[config.mk]
export PLATFORM = sky130hd
export DESIGN_NAME = imu_frame_parser_flat
export DESIGN_NICKNAME = d
export VERILOG_FILES = /design/src/rtl/ifp_pkg.sv /design/src/rtl/ifp_stream_if.sv /design/src/rtl/ifp_frame_fsm.sv /design/src/rtl/ifp_fix_conv.sv /design/src/rtl/ifp_out_buf.sv /design/src/rtl/imu_frame_parser.sv /design/src/flat_wrapper.sv
export SDC_FILE = /design/constraint.sdc
export NUM_CORES = 2
export LEC_CHECK = 0
export BUFFER_PORTS_ARGS = -buffer_cell sky130_fd_sc_hd__buf_2
export CORE_MARGIN = 2
export CORE_UTILIZATION = 38
export DETAILED_ROUTE_END_ITERATION = 10
export PLACE_DENSITY_LB_ADDON = 0.3
export SYNTH_ARGS = -nofsm -noshare
export SYNTH_HDL_FRONTEND = slang
export SYNTH_SLANG_ARGS = --single-unit
[constraint.sdc]
create_clock -name clk -period 14.6 [get_ports clk]
set_input_delay 1.46 -clock clk [delete_from_list [all_inputs] [get_ports clk]]
set_output_delay 1.46 -clock clk [all_outputs]
set_load 0.02 [all_outputs]
[src/rtl/ifp_pkg.sv]
// Shared types, codes and constants of the IMU frame parser.
package ifp_pkg;

  // Frame phases
  typedef enum logic [2:0] {
    PH_PRE = 3'd0,
    PH_BUS = 3'd1,
    PH_MSG = 3'd2,
    PH_LEN = 3'd3,
    PH_PAY = 3'd4,
    PH_CHK = 3'd5
  } phase_t;

  localparam logic [7:0]  PREAMBLE     = 8'hFA;
  localparam logic [7:0]  MSG_SAMPLE   = 8'h36;
  localparam logic [15:0] TAG_ACCEL    = 16'h4020;
  localparam logic [15:0] TAG_RATE     = 16'h8020;
  localparam logic [7:0]  LEN_EXTENDED = 8'hFF;
  localparam logic [7:0]  VEC_SIZE     = 8'd12;

  // Q.32 scale factors: 2^32/9.80665 and 57.2957795*2^32
  localparam int          SCALE_W   = 38;
  localparam int          SCALE_LO  = 19;
  localparam logic [37:0] SCALE_G   = 38'd437964779;
  localparam logic [37:0] SCALE_DPS = 38'd246083499151;

  localparam int FRAC_BITS_DEF = 16;

  // Value slots
  localparam logic [1:0] SLOT_AX = 2'd0;
  localparam logic [1:0] SLOT_AY = 2'd1;
  localparam logic [1:0] SLOT_YZ = 2'd2;

  // Float conversion request from the parser
  typedef struct packed {
    logic        valid;
    logic [31:0] bits;
    logic        is_dps;
    logic [1:0]  slot;
  } conv_req_t;

  // One output sample
  typedef struct packed {
    logic signed [31:0] accel_x_g;
    logic signed [31:0] accel_y_g;
    logic signed [31:0] yaw_rate_dps;
  } sample_t;

endpackage

[src/rtl/ifp_stream_if.sv]
// Valid/ready channel interfaces for the byte input and the sample output.
interface ifp_in_if;
  logic       valid;
  logic       ready;
  logic [7:0] rx_byte;
  modport source (output valid, output rx_byte, input ready);
  modport sink   (input valid, input rx_byte, output ready);
endinterface

interface ifp_out_if;
  logic               valid;
  logic               ready;
  logic signed [31:0] accel_x_g;
  logic signed [31:0] accel_y_g;
  logic signed [31:0] yaw_rate_dps;
  modport source (output valid, output accel_x_g, output accel_y_g, output yaw_rate_dps,
                  input ready);
  modport sink   (input valid, input accel_x_g, input accel_y_g, input yaw_rate_dps,
                  output ready);
endinterface

[src/rtl/ifp_frame_fsm.sv]
// Byte-level frame parser: phases, checksum, item walk and emit decision.
module ifp_frame_fsm (
  input  logic               clk,
  input  logic               rst_n,
  input  logic               take,
  input  logic [7:0]         rx_byte,
  output ifp_pkg::conv_req_t req,
  output logic               emit
);

  ifp_pkg::phase_t phase_r, phase_nxt;
  logic [7:0]  msg_r, msg_nxt, len_r, len_nxt, seen_r, seen_nxt, sum_r, sum_nxt;
  logic [1:0]  hpos_r, hpos_nxt, marks_r, marks_nxt;
  logic [15:0] tag_r, tag_nxt;
  logic [7:0]  size_r, size_nxt, left_r, left_nxt, idx;
  logic [31:0] word_r, word_nxt;
  logic        fin;
  logic [7:0]  sum_add;

  assign sum_add = sum_r + rx_byte;
  assign idx     = size_r - left_r;
  assign fin     = (word_nxt[30:23] != 8'hFF);

  always_comb begin
    phase_nxt = phase_r;
    msg_nxt   = msg_r;
    len_nxt   = len_r;
    seen_nxt  = seen_r;
    sum_nxt   = sum_r;
    hpos_nxt  = hpos_r;
    tag_nxt   = tag_r;
    size_nxt  = size_r;
    left_nxt  = left_r;
    word_nxt  = word_r;
    marks_nxt = marks_r;
    req       = '0;
    req.bits  = word_nxt;
    emit      = 1'b0;
    if (take) begin
      case (phase_r)
        ifp_pkg::PH_BUS: begin
          sum_nxt   = rx_byte;
          phase_nxt = ifp_pkg::PH_MSG;
        end
        ifp_pkg::PH_MSG: begin
          msg_nxt   = rx_byte;
          sum_nxt   = sum_add;
          phase_nxt = ifp_pkg::PH_LEN;
        end
        ifp_pkg::PH_LEN: begin
          len_nxt   = rx_byte;
          sum_nxt   = sum_add;
          seen_nxt  = '0;
          hpos_nxt  = '0;
          left_nxt  = '0;
          size_nxt  = '0;
          tag_nxt   = '0;
          marks_nxt = '0;
          if (rx_byte == 8'd0) phase_nxt = ifp_pkg::PH_CHK;
          else if (rx_byte == ifp_pkg::LEN_EXTENDED) phase_nxt = ifp_pkg::PH_PRE;
          else phase_nxt = ifp_pkg::PH_PAY;
        end
        ifp_pkg::PH_PAY: begin
          sum_nxt  = sum_add;
          seen_nxt = seen_r + 8'd1;
          if (left_r == 8'd0) begin
            // item header: tag high, tag low, size
            case (hpos_r)
              2'd0: begin
                tag_nxt  = {rx_byte, 8'h00};
                hpos_nxt = 2'd1;
              end
              2'd1: begin
                tag_nxt  = {tag_r[15:8], rx_byte};
                hpos_nxt = 2'd2;
              end
              default: begin
                size_nxt = rx_byte;
                left_nxt = rx_byte;
                hpos_nxt = 2'd0;
              end
            endcase
          end else begin
            // item data: shift in and launch conversions on word boundaries
            word_nxt = {word_r[23:0], rx_byte};
            left_nxt = left_r - 8'd1;
            req.bits = {word_r[23:0], rx_byte};
            if (size_r == ifp_pkg::VEC_SIZE) begin
              if (tag_r == ifp_pkg::TAG_ACCEL && idx == 8'd3) begin
                req.valid = 1'b1;
                req.slot  = ifp_pkg::SLOT_AX;
                marks_nxt = {marks_r[1], fin};
              end else if (tag_r == ifp_pkg::TAG_ACCEL && idx == 8'd7) begin
                req.valid = 1'b1;
                req.slot  = ifp_pkg::SLOT_AY;
                marks_nxt = {marks_r[1], marks_r[0] & fin};
              end else if (tag_r == ifp_pkg::TAG_RATE && idx == 8'd11) begin
                req.valid  = 1'b1;
                req.is_dps = 1'b1;
                req.slot   = ifp_pkg::SLOT_YZ;
                marks_nxt  = {fin, marks_r[0]};
              end
            end
          end
          if (seen_nxt == len_r) phase_nxt = ifp_pkg::PH_CHK;
        end
        ifp_pkg::PH_CHK: begin
          sum_nxt   = sum_add;
          phase_nxt = ifp_pkg::PH_PRE;
          emit = (sum_add == 8'd0) && (msg_r == ifp_pkg::MSG_SAMPLE) &&
                 (hpos_r == 2'd0) && (left_r == 8'd0) && (marks_r == 2'b11);
        end
        default: begin
          phase_nxt = (rx_byte == ifp_pkg::PREAMBLE) ? ifp_pkg::PH_BUS : ifp_pkg::PH_PRE;
        end
      endcase
    end
  end

  always_ff @(posedge clk) begin
    if (!rst_n) begin
      phase_r <= ifp_pkg::PH_PRE;
      msg_r   <= '0;
      len_r   <= '0;
      seen_r  <= '0;
      sum_r   <= '0;
      hpos_r  <= '0;
      tag_r   <= '0;
      size_r  <= '0;
      left_r  <= '0;
      word_r  <= '0;
      marks_r <= '0;
    end else begin
      phase_r <= phase_nxt;
      msg_r   <= msg_nxt;
      len_r   <= len_nxt;
      seen_r  <= seen_nxt;
      sum_r   <= sum_nxt;
      hpos_r  <= hpos_nxt;
      tag_r   <= tag_nxt;
      size_r  <= size_nxt;
      left_r  <= left_nxt;
      word_r  <= word_nxt;
      marks_r <= marks_nxt;
    end
  end

`ifndef ASSERT_OFF
  a_emit_on_chk: assert property (@(posedge clk) disable iff (!rst_n)
    emit |-> (phase_r == ifp_pkg::PH_CHK)) else $error("emit outside checksum phase");
  a_req_in_pay: assert property (@(posedge clk) disable iff (!rst_n)
    req.valid |-> (phase_r == ifp_pkg::PH_PAY && take)) else $error("stray conversion");
  a_emit_next_pre: assert property (@(posedge clk) disable iff (!rst_n)
    emit |=> (phase_r == ifp_pkg::PH_PRE)) else $error("no return to hunt after emit");
`endif

endmodule

[src/rtl/ifp_fix_conv.sv]
// Float to saturating fixed-point conversion pipeline, held values, emit delay.
module ifp_fix_conv #(
  parameter int FRAC_BITS = ifp_pkg::FRAC_BITS_DEF
) (
  input  logic               clk,
  input  logic               rst_n,
  input  ifp_pkg::conv_req_t req,
  input  logic               emit,
  output logic               push,
  output ifp_pkg::sample_t   sample
);

  localparam int SOFF = FRAC_BITS - 182;  // exponent bias, mantissa and Q.32 offsets
  localparam int HI_W = ifp_pkg::SCALE_W - ifp_pkg::SCALE_LO;

  // stage A: captured float
  logic        a_v_r, a_dps_r;
  logic [31:0] a_bits_r;
  logic [1:0]  a_slot_r;
  // stage B: partial products
  logic        b_v_r, b_neg_r, b_fin_r;
  logic [7:0]  b_ex_r;
  logic [1:0]  b_slot_r;
  logic [23:0] a_m;
  logic [37:0] a_scale;
  logic [42:0] b_lo_r;
  logic [42:0] b_hi_r;
  // stage C: full product
  logic        c_v_r, c_neg_r, c_fin_r;
  logic [7:0]  c_ex_r;
  logic [1:0]  c_slot_r;
  logic [61:0] c_p_r;
  // held values and emit delay
  logic [31:0] held_r [3];
  logic        e1_r, e2_r, e3_r;

  assign a_m     = (a_bits_r[30:23] == 8'd0) ? {1'b0, a_bits_r[22:0]} : {1'b1, a_bits_r[22:0]};
  assign a_scale = a_dps_r ? ifp_pkg::SCALE_DPS : ifp_pkg::SCALE_G;

  always_ff @(posedge clk) begin
    if (!rst_n) begin
      a_v_r <= 1'b0;
      b_v_r <= 1'b0;
      c_v_r <= 1'b0;
      e1_r  <= 1'b0;
      e2_r  <= 1'b0;
      e3_r  <= 1'b0;
    end else begin
      a_v_r <= req.valid;
      b_v_r <= a_v_r;
      c_v_r <= b_v_r;
      e1_r  <= emit;
      e2_r  <= e1_r;
      e3_r  <= e2_r;
    end
  end

  // datapath stages
  always_ff @(posedge clk) begin
    a_bits_r <= req.bits;
    a_dps_r  <= req.is_dps;
    a_slot_r <= req.slot;
    b_lo_r   <= a_m * a_scale[ifp_pkg::SCALE_LO-1:0];
    b_hi_r   <= a_m * a_scale[ifp_pkg::SCALE_W-1:ifp_pkg::SCALE_LO];
    b_neg_r  <= a_bits_r[31];
    b_fin_r  <= (a_bits_r[30:23] != 8'hFF);
    b_ex_r   <= (a_bits_r[30:23] == 8'd0) ? 8'd1 : a_bits_r[30:23];
    b_slot_r <= a_slot_r;
    c_p_r    <= {b_hi_r[HI_W+23:0], {ifp_pkg::SCALE_LO{1'b0}}} + {19'd0, b_lo_r};
    c_neg_r  <= b_neg_r;
    c_fin_r  <= b_fin_r;
    c_ex_r   <= b_ex_r;
    c_slot_r <= b_slot_r;
  end

  // stage D: scale, round half away from zero, saturate
  logic signed [9:0] s;
  logic        [9:0] k;
  logic       [31:0] lim, res;
  logic       [63:0] mag, rnd;
  always_comb begin
    s   = $signed({2'b00, c_ex_r}) + 10'(SOFF);
    k   = 10'(-s);
    lim = c_neg_r ? 32'h8000_0000 : 32'h7FFF_FFFF;
    rnd = '0;
    if (c_p_r == 62'd0) begin
      mag = '0;
    end else if (!s[9]) begin
      if (s >= 10'sd32 || c_p_r > ({30'd0, lim} >> s[4:0])) mag = {32'd0, lim};
      else mag = {32'd0, 32'(c_p_r << s[4:0])};
    end else begin
      if (k >= 10'd64) begin
        mag = '0;
      end else begin
        rnd = {2'b00, c_p_r} + (64'd1 << (k[5:0] - 6'd1));
        mag = rnd >> k[5:0];
      end
      if (mag > {32'd0, lim}) mag = {32'd0, lim};
    end
    if (!c_fin_r) res = '0;
    else res = c_neg_r ? 32'(32'd0 - mag[31:0]) : mag[31:0];
  end

  always_ff @(posedge clk) begin
    if (!rst_n) begin
      held_r[0] <= '0;
      held_r[1] <= '0;
      held_r[2] <= '0;
    end else if (c_v_r) begin
      held_r[c_slot_r] <= res;
    end
  end

  assign push                = e3_r;
  assign sample.accel_x_g    = held_r[0];
  assign sample.accel_y_g    = held_r[1];
  assign sample.yaw_rate_dps = held_r[2];

`ifndef ASSERT_OFF
  a_push_settled: assert property (@(posedge clk) disable iff (!rst_n)
    e3_r |-> !(a_v_r || b_v_r || c_v_r)) else $error("sample read during conversion");
  a_emit_spaced: assert property (@(posedge clk) disable iff (!rst_n)
    $onehot0({e1_r, e2_r, e3_r})) else $error("emits too close together");
`endif

endmodule

[src/rtl/ifp_out_buf.sv]
// Two-entry output register with skid stage for the sample channel.
module ifp_out_buf (
  input  logic             clk,
  input  logic             rst_n,
  input  logic             push,
  input  ifp_pkg::sample_t pdata,
  output logic             room,
  ifp_out_if.source        out_ch
);

  logic             v0_r, v0_nxt, v1_r, v1_nxt;
  ifp_pkg::sample_t d0_r, d0_nxt, d1_r, d1_nxt;
  logic             pop;

  assign pop  = v0_r & out_ch.ready;
  assign room = !v1_r;

  always_comb begin
    v0_nxt = v0_r;
    v1_nxt = v1_r;
    d0_nxt = d0_r;
    d1_nxt = d1_r;
    if (pop) begin
      v0_nxt = v1_r;
      d0_nxt = d1_r;
      v1_nxt = 1'b0;
    end
    if (push) begin
      if (!v0_nxt) begin
        v0_nxt = 1'b1;
        d0_nxt = pdata;
      end else begin
        v1_nxt = 1'b1;
        d1_nxt = pdata;
      end
    end
  end

  always_ff @(posedge clk) begin
    if (!rst_n) begin
      v0_r <= 1'b0;
      v1_r <= 1'b0;
    end else begin
      v0_r <= v0_nxt;
      v1_r <= v1_nxt;
    end
  end

  always_ff @(posedge clk) begin
    d0_r <= d0_nxt;
    d1_r <= d1_nxt;
  end

  assign out_ch.valid        = v0_r;
  assign out_ch.accel_x_g    = d0_r.accel_x_g;
  assign out_ch.accel_y_g    = d0_r.accel_y_g;
  assign out_ch.yaw_rate_dps = d0_r.yaw_rate_dps;

`ifndef ASSERT_OFF
  a_skid_order: assert property (@(posedge clk) disable iff (!rst_n)
    v1_r |-> v0_r) else $error("skid full with head empty");
  a_no_overflow: assert property (@(posedge clk) disable iff (!rst_n)
    (push && v1_r) |-> pop) else $error("sample lost on full buffer");
`endif

endmodule

[src/rtl/imu_frame_parser.sv]
// Top level of the IMU frame parser.
//
// in_ch carries one received byte per request (valid/ready). The parser hunts
// for the preamble, checks the mod-256 checksum and decodes acceleration and
// rate-of-turn items of sample messages on the fly. out_ch carries one sample
// (x/y acceleration in g, yaw rate in deg/s, signed Q.FRAC_BITS) per good frame.
// Throughput: one byte per cycle while in_ch.ready is high. The emit strobe
// of the checksum byte passes registers e1_r, e2_r and e3_r, which cover the
// float conversion pipeline (two partial products, a sum, then round/saturate).
// The output side has a result register plus a skid entry: bytes keep
// flowing while a sample waits, and in_ch.ready drops only when both hold a
// sample (the receiver has stalled through a whole further frame).
// Synchronous active-low reset returns the parser to the preamble hunt,
// clears held values and empties the output buffer.
module imu_frame_parser #(
  parameter int FRAC_BITS = ifp_pkg::FRAC_BITS_DEF
) (
  input  logic       clk,
  input  logic       rst_n,
  ifp_in_if.sink     in_ch,
  ifp_out_if.source  out_ch
);

  logic               room, take, emit, push;
  ifp_pkg::conv_req_t req;
  ifp_pkg::sample_t   sample;

  assign in_ch.ready = room;
  assign take        = in_ch.valid & room;

  ifp_frame_fsm u_fsm (
    .clk     (clk),
    .rst_n   (rst_n),
    .take    (take),
    .rx_byte (in_ch.rx_byte),
    .req     (req),
    .emit    (emit)
  );

  ifp_fix_conv #(.FRAC_BITS(FRAC_BITS)) u_conv (
    .clk    (clk),
    .rst_n  (rst_n),
    .req    (req),
    .emit   (emit),
    .push   (push),
    .sample (sample)
  );

  ifp_out_buf u_obuf (
    .clk    (clk),
    .rst_n  (rst_n),
    .push   (push),
    .pdata  (sample),
    .room   (room),
    .out_ch (out_ch)
  );

endmodule
[src/flat_wrapper.sv]
// flat-port wrapper written by rule: the top's interface ports become plain ports
module imu_frame_parser_flat 
#(
  parameter int FRAC_BITS = ifp_pkg::FRAC_BITS_DEF
)
  (clk, rst_n, in_ch_valid, in_ch_rx_byte, in_ch_ready, out_ch_valid, out_ch_accel_x_g, out_ch_accel_y_g, out_ch_yaw_rate_dps, out_ch_ready);
  ifp_in_if in_ch_i ();
  ifp_out_if out_ch_i ();
  input  logic clk;
  input  logic rst_n;
  input wire logic [$bits(in_ch_i.valid)-1:0] in_ch_valid;
  input wire logic [$bits(in_ch_i.rx_byte)-1:0] in_ch_rx_byte;
  output wire logic [$bits(in_ch_i.ready)-1:0] in_ch_ready;
  output wire logic [$bits(out_ch_i.valid)-1:0] out_ch_valid;
  output wire logic [$bits(out_ch_i.accel_x_g)-1:0] out_ch_accel_x_g;
  output wire logic [$bits(out_ch_i.accel_y_g)-1:0] out_ch_accel_y_g;
  output wire logic [$bits(out_ch_i.yaw_rate_dps)-1:0] out_ch_yaw_rate_dps;
  input wire logic [$bits(out_ch_i.ready)-1:0] out_ch_ready;
  assign in_ch_i.valid = in_ch_valid;
  assign in_ch_i.rx_byte = in_ch_rx_byte;
  assign in_ch_ready = in_ch_i.ready;
  assign out_ch_valid = out_ch_i.valid;
  assign out_ch_accel_x_g = out_ch_i.accel_x_g;
  assign out_ch_accel_y_g = out_ch_i.accel_y_g;
  assign out_ch_yaw_rate_dps = out_ch_i.yaw_rate_dps;
  assign out_ch_i.ready = out_ch_ready;
  imu_frame_parser #(.FRAC_BITS(FRAC_BITS)) u_core (.clk(clk), .rst_n(rst_n), .in_ch(in_ch_i), .out_ch(out_ch_i));
endmodule
==> results.cfg <==
[worst_setup_path]
max_stage_delay_ns = 0.92
cp_max_fo = 40
worst_path_most_repeated_cell = o21a_1
path_class = register to register
start_kind = register
worstPathRequired_ns = 14.94
crit_arrival_ns = 13.92
cp_slowest_cell = nor3_1
cp-end-kind = register

[detailed_routing]
drtIter0Drc = 4662
vias_per_cell = 5.695
antenna_left = 0
wire_per_inst_um = 22.90
drt-total-wl_mm = 197.7
firstDrtPassIters = 6
num_vias = 49180
drc_errors = 0

[yosys]
synth-seq-cells = 602
synth_most_common_cell = inv_1
avgSynthCellArea_um2 = 9.010
ys_warn_count = 0
syn_inst = 6573
synth_edf_count = 192
synth_top_flop_cell = dfxtp_1
ys_seq_area_frac = 0.2359
synth_top_area_cell = fa_1
synth.top_cells.by_area = fa_1 17%, dfxtp_1 14%, ha_1 11%
synth_area_mm2 = 0.05922
synth_top_area_frac = 0.1741
yosys-top-cells-count = 735 x inv_1, 623 x nand2_1, 543 x ha_1
synth_cell_types = 128
async_flop_share = 0

[global_route]
grt_max_degree = 117
antenna_found_initial = 4
grt_pass1_vias = 48660
grt_pass1_wl_mm = 300.7
grt_use_total = 0.2459
grt_overflow = 0

[sta]
finalHoldViolations = 0
fin_tns_setup_ns = 0
setup_viol = 0
fmax_ghz = 0.07366
worstMarginPinSlew_ns = 1.172
rsz0062_at_grt = false
slew_viol_final = 0
slew_headroom = 0.2089
period_share = 0.9298
fin_skew_ns = 0.07347
fin_ws_ns = 1.024
finalCriticalPeriod_ns = 13.58

[cts]
cts_hold_buf = 0
clock_latency_ns = 0.69
cts_buffer_depth = 3
post-cts-setup-buffers = 0
ctsHtreeMaxLevel = 3
cts_tree = built
clk_pin_slew_ns = 0.06
cts_made_buffers = 67
clockRootBuffer = clkbuf_16
cts_resized = 0
cts_sinks = 602

[placed_design]
dp_slack_ns = 1.297
place_congestion = 0.9870
dp_hpwl_mm = 157.0
portBuffers = 109

[floorplan]
io_pins = 110
start_util = 0.3836
die_w_um = 398.8
die_h_um = 398.8
dieArea_mm2 = 0.1590
rows = 144
core-area_mm2 = 0.1544

[hold_path]
hold_class = register to register

[layout]
final_nets = 7607
area.growth.synth_to_final_pct = 8.144
layout-drive-gt1-share = 0.07601
diodes = 0

[pwr]
power_density_mw_per_mm2 = 56.73
ir_drop_mv = 0.07839
p_leak_nw = 30.04

[job]
drv_cap = 0

[run_status]
status = finished clean
-- worst max-delay path, delay by kind of cell (launching register included) --
family	cells	cell delay, ns
AND/OR/NAND/NOR	16	5.23
AO/OA/AOI/OAI	19	4.63
adder cells (fa/ha/maj)	4	1.71
flip-flops	1	0.71
XOR/XNOR	1	0.64
multiplexers	1	0.22
buffers and inverters	1	0.08
-- power by group --
group          switching, mW  leakage (nW)  internal (mW)
clock                  0.738          1.13           1.03
sequential            0.0192          5.08           1.74
combinational         0.0682          23.8         0.0314
-- flip-flops by register name (all words and copies together) (netlist names), 16 cells and up --
register	flops
u_core.u_conv.held_r	96
u_core.u_obuf.d1_r	96
u_core.u_conv.c_p_r	62
u_core.u_conv.b_hi_r	43
u_core.u_conv.b_lo_r	40
u_core.u_conv.a_bits_r	32
u_core.u_fsm.word_r	32
u_core.u_obuf.out_ch.accel_x_g	32
u_core.u_obuf.out_ch.accel_y_g	32
u_core.u_obuf.out_ch.yaw_rate_dps	32
u_core.u_fsm.tag_r	16
-- layer usage --
metal / wire, um / vias up / GRT usage
met1: 85890 / 24200 / 0.3270
li1: - / 22900 / -
met2: 92490 / 1705 / 0.4068
met3: 10960 / 374 / 0.02837
met4: 8353 / 2 / 0.09838
met5: 13 / - / 0
-- stage by stage --
step / cells / cell area (um2) / power, mW / hold WS, ns / util
after floorplan: 6574 / 59230 / 1.857 / 0.3096 / -
after CTS: 8635 / 64050 / 3.677 / 0.3180 / 0.4148
after global routing: 8635 / 64050 / 3.752 / 0.3245 / 0.4148
after detailed placement: 8512 / 61730 / 1.896 / 0.3118 / 0.3998
after global placement: 8512 / 61730 / 1.895 / 0.3109 / 0.3998
final: 8635 / 64050 / 3.633 / 0.3168 / 0.4148
-- cell usage in the layout, fill, tap and decap left out, drive strengths merged, types with 22 or more instances in the layout --
master and instances:
o31ai 32, o21ai 354, and3 52, and2 78
edfxtp 192, nor3 104, a21oi 404, nand3 129
a21boi 27, a31oi 58, nor4 53, nand2b 47
o22ai 26, nor2 518, xnor2 140, mux4 27
o2111ai 22, o211ai 70, nor2b 36, o21a 45
xor2 51, ha 543, or3 43, a211oi 83
inv 744, fa 515, nand2 623, nand4 91
a21o 69, buf 197, clkbuf 89, dfxtp 410
mux2i 249, mux2 54, o21bai 28, or2 28
-- path summary, 6_finish.rpt --
kind	startpoint	endpoint	slack [ns]	cells after the start
max	u_core.u_conv.c_ex_r[0]$_DFF_P_	u_core.u_conv.held_r[0][14]$_SDFFCE_PN0P_	1.02	42
min	u_core.u_conv.b_lo_r[8]$_DFF_P_	u_core.u_conv.c_p_r[8]$_DFF_P_	0.32	0
max reg2reg	u_core.u_conv.c_ex_r[0]$_DFF_P_	u_core.u_conv.held_r[0][14]$_SDFFCE_PN0P_	1.02	42
min reg2reg	u_core.u_conv.b_lo_r[8]$_DFF_P_	u_core.u_conv.c_p_r[8]$_DFF_P_	0.32	0
-- final cells by class --
| class | count | area [um2] |
|---|---|---|
| clock inverters | 34 | 395.4 |
| repair buffers | 197 | 1219 |
| fillers | 15340 | 90360 |
| flip-flops and latches | 602 | 13980 |
| inverters | 740 | 2778 |
| multi-input cells | 4929 | 41190 |
| well taps | 2044 | 2557 |
| clock buffers | 89 | 1923 |
-- cell families (layout without fill, tap and decap cells) --
group	count (synthesis)	after routing	share of synthesized area
AO/OA/AOI/OAI	1466	1466	0.1628
multiplexers	330	330	0.06262
other	1	2	0.00006332
flip-flops	602	602	0.2359
XOR/XNOR	191	191	0.02875
buffers and inverters	1043	1060	0.07065
AND/OR/NAND/NOR	1881	1881	0.1502
adder cells (fa/ha/maj)	1059	1059	0.2890
Power figures use the tool's default switching activity.
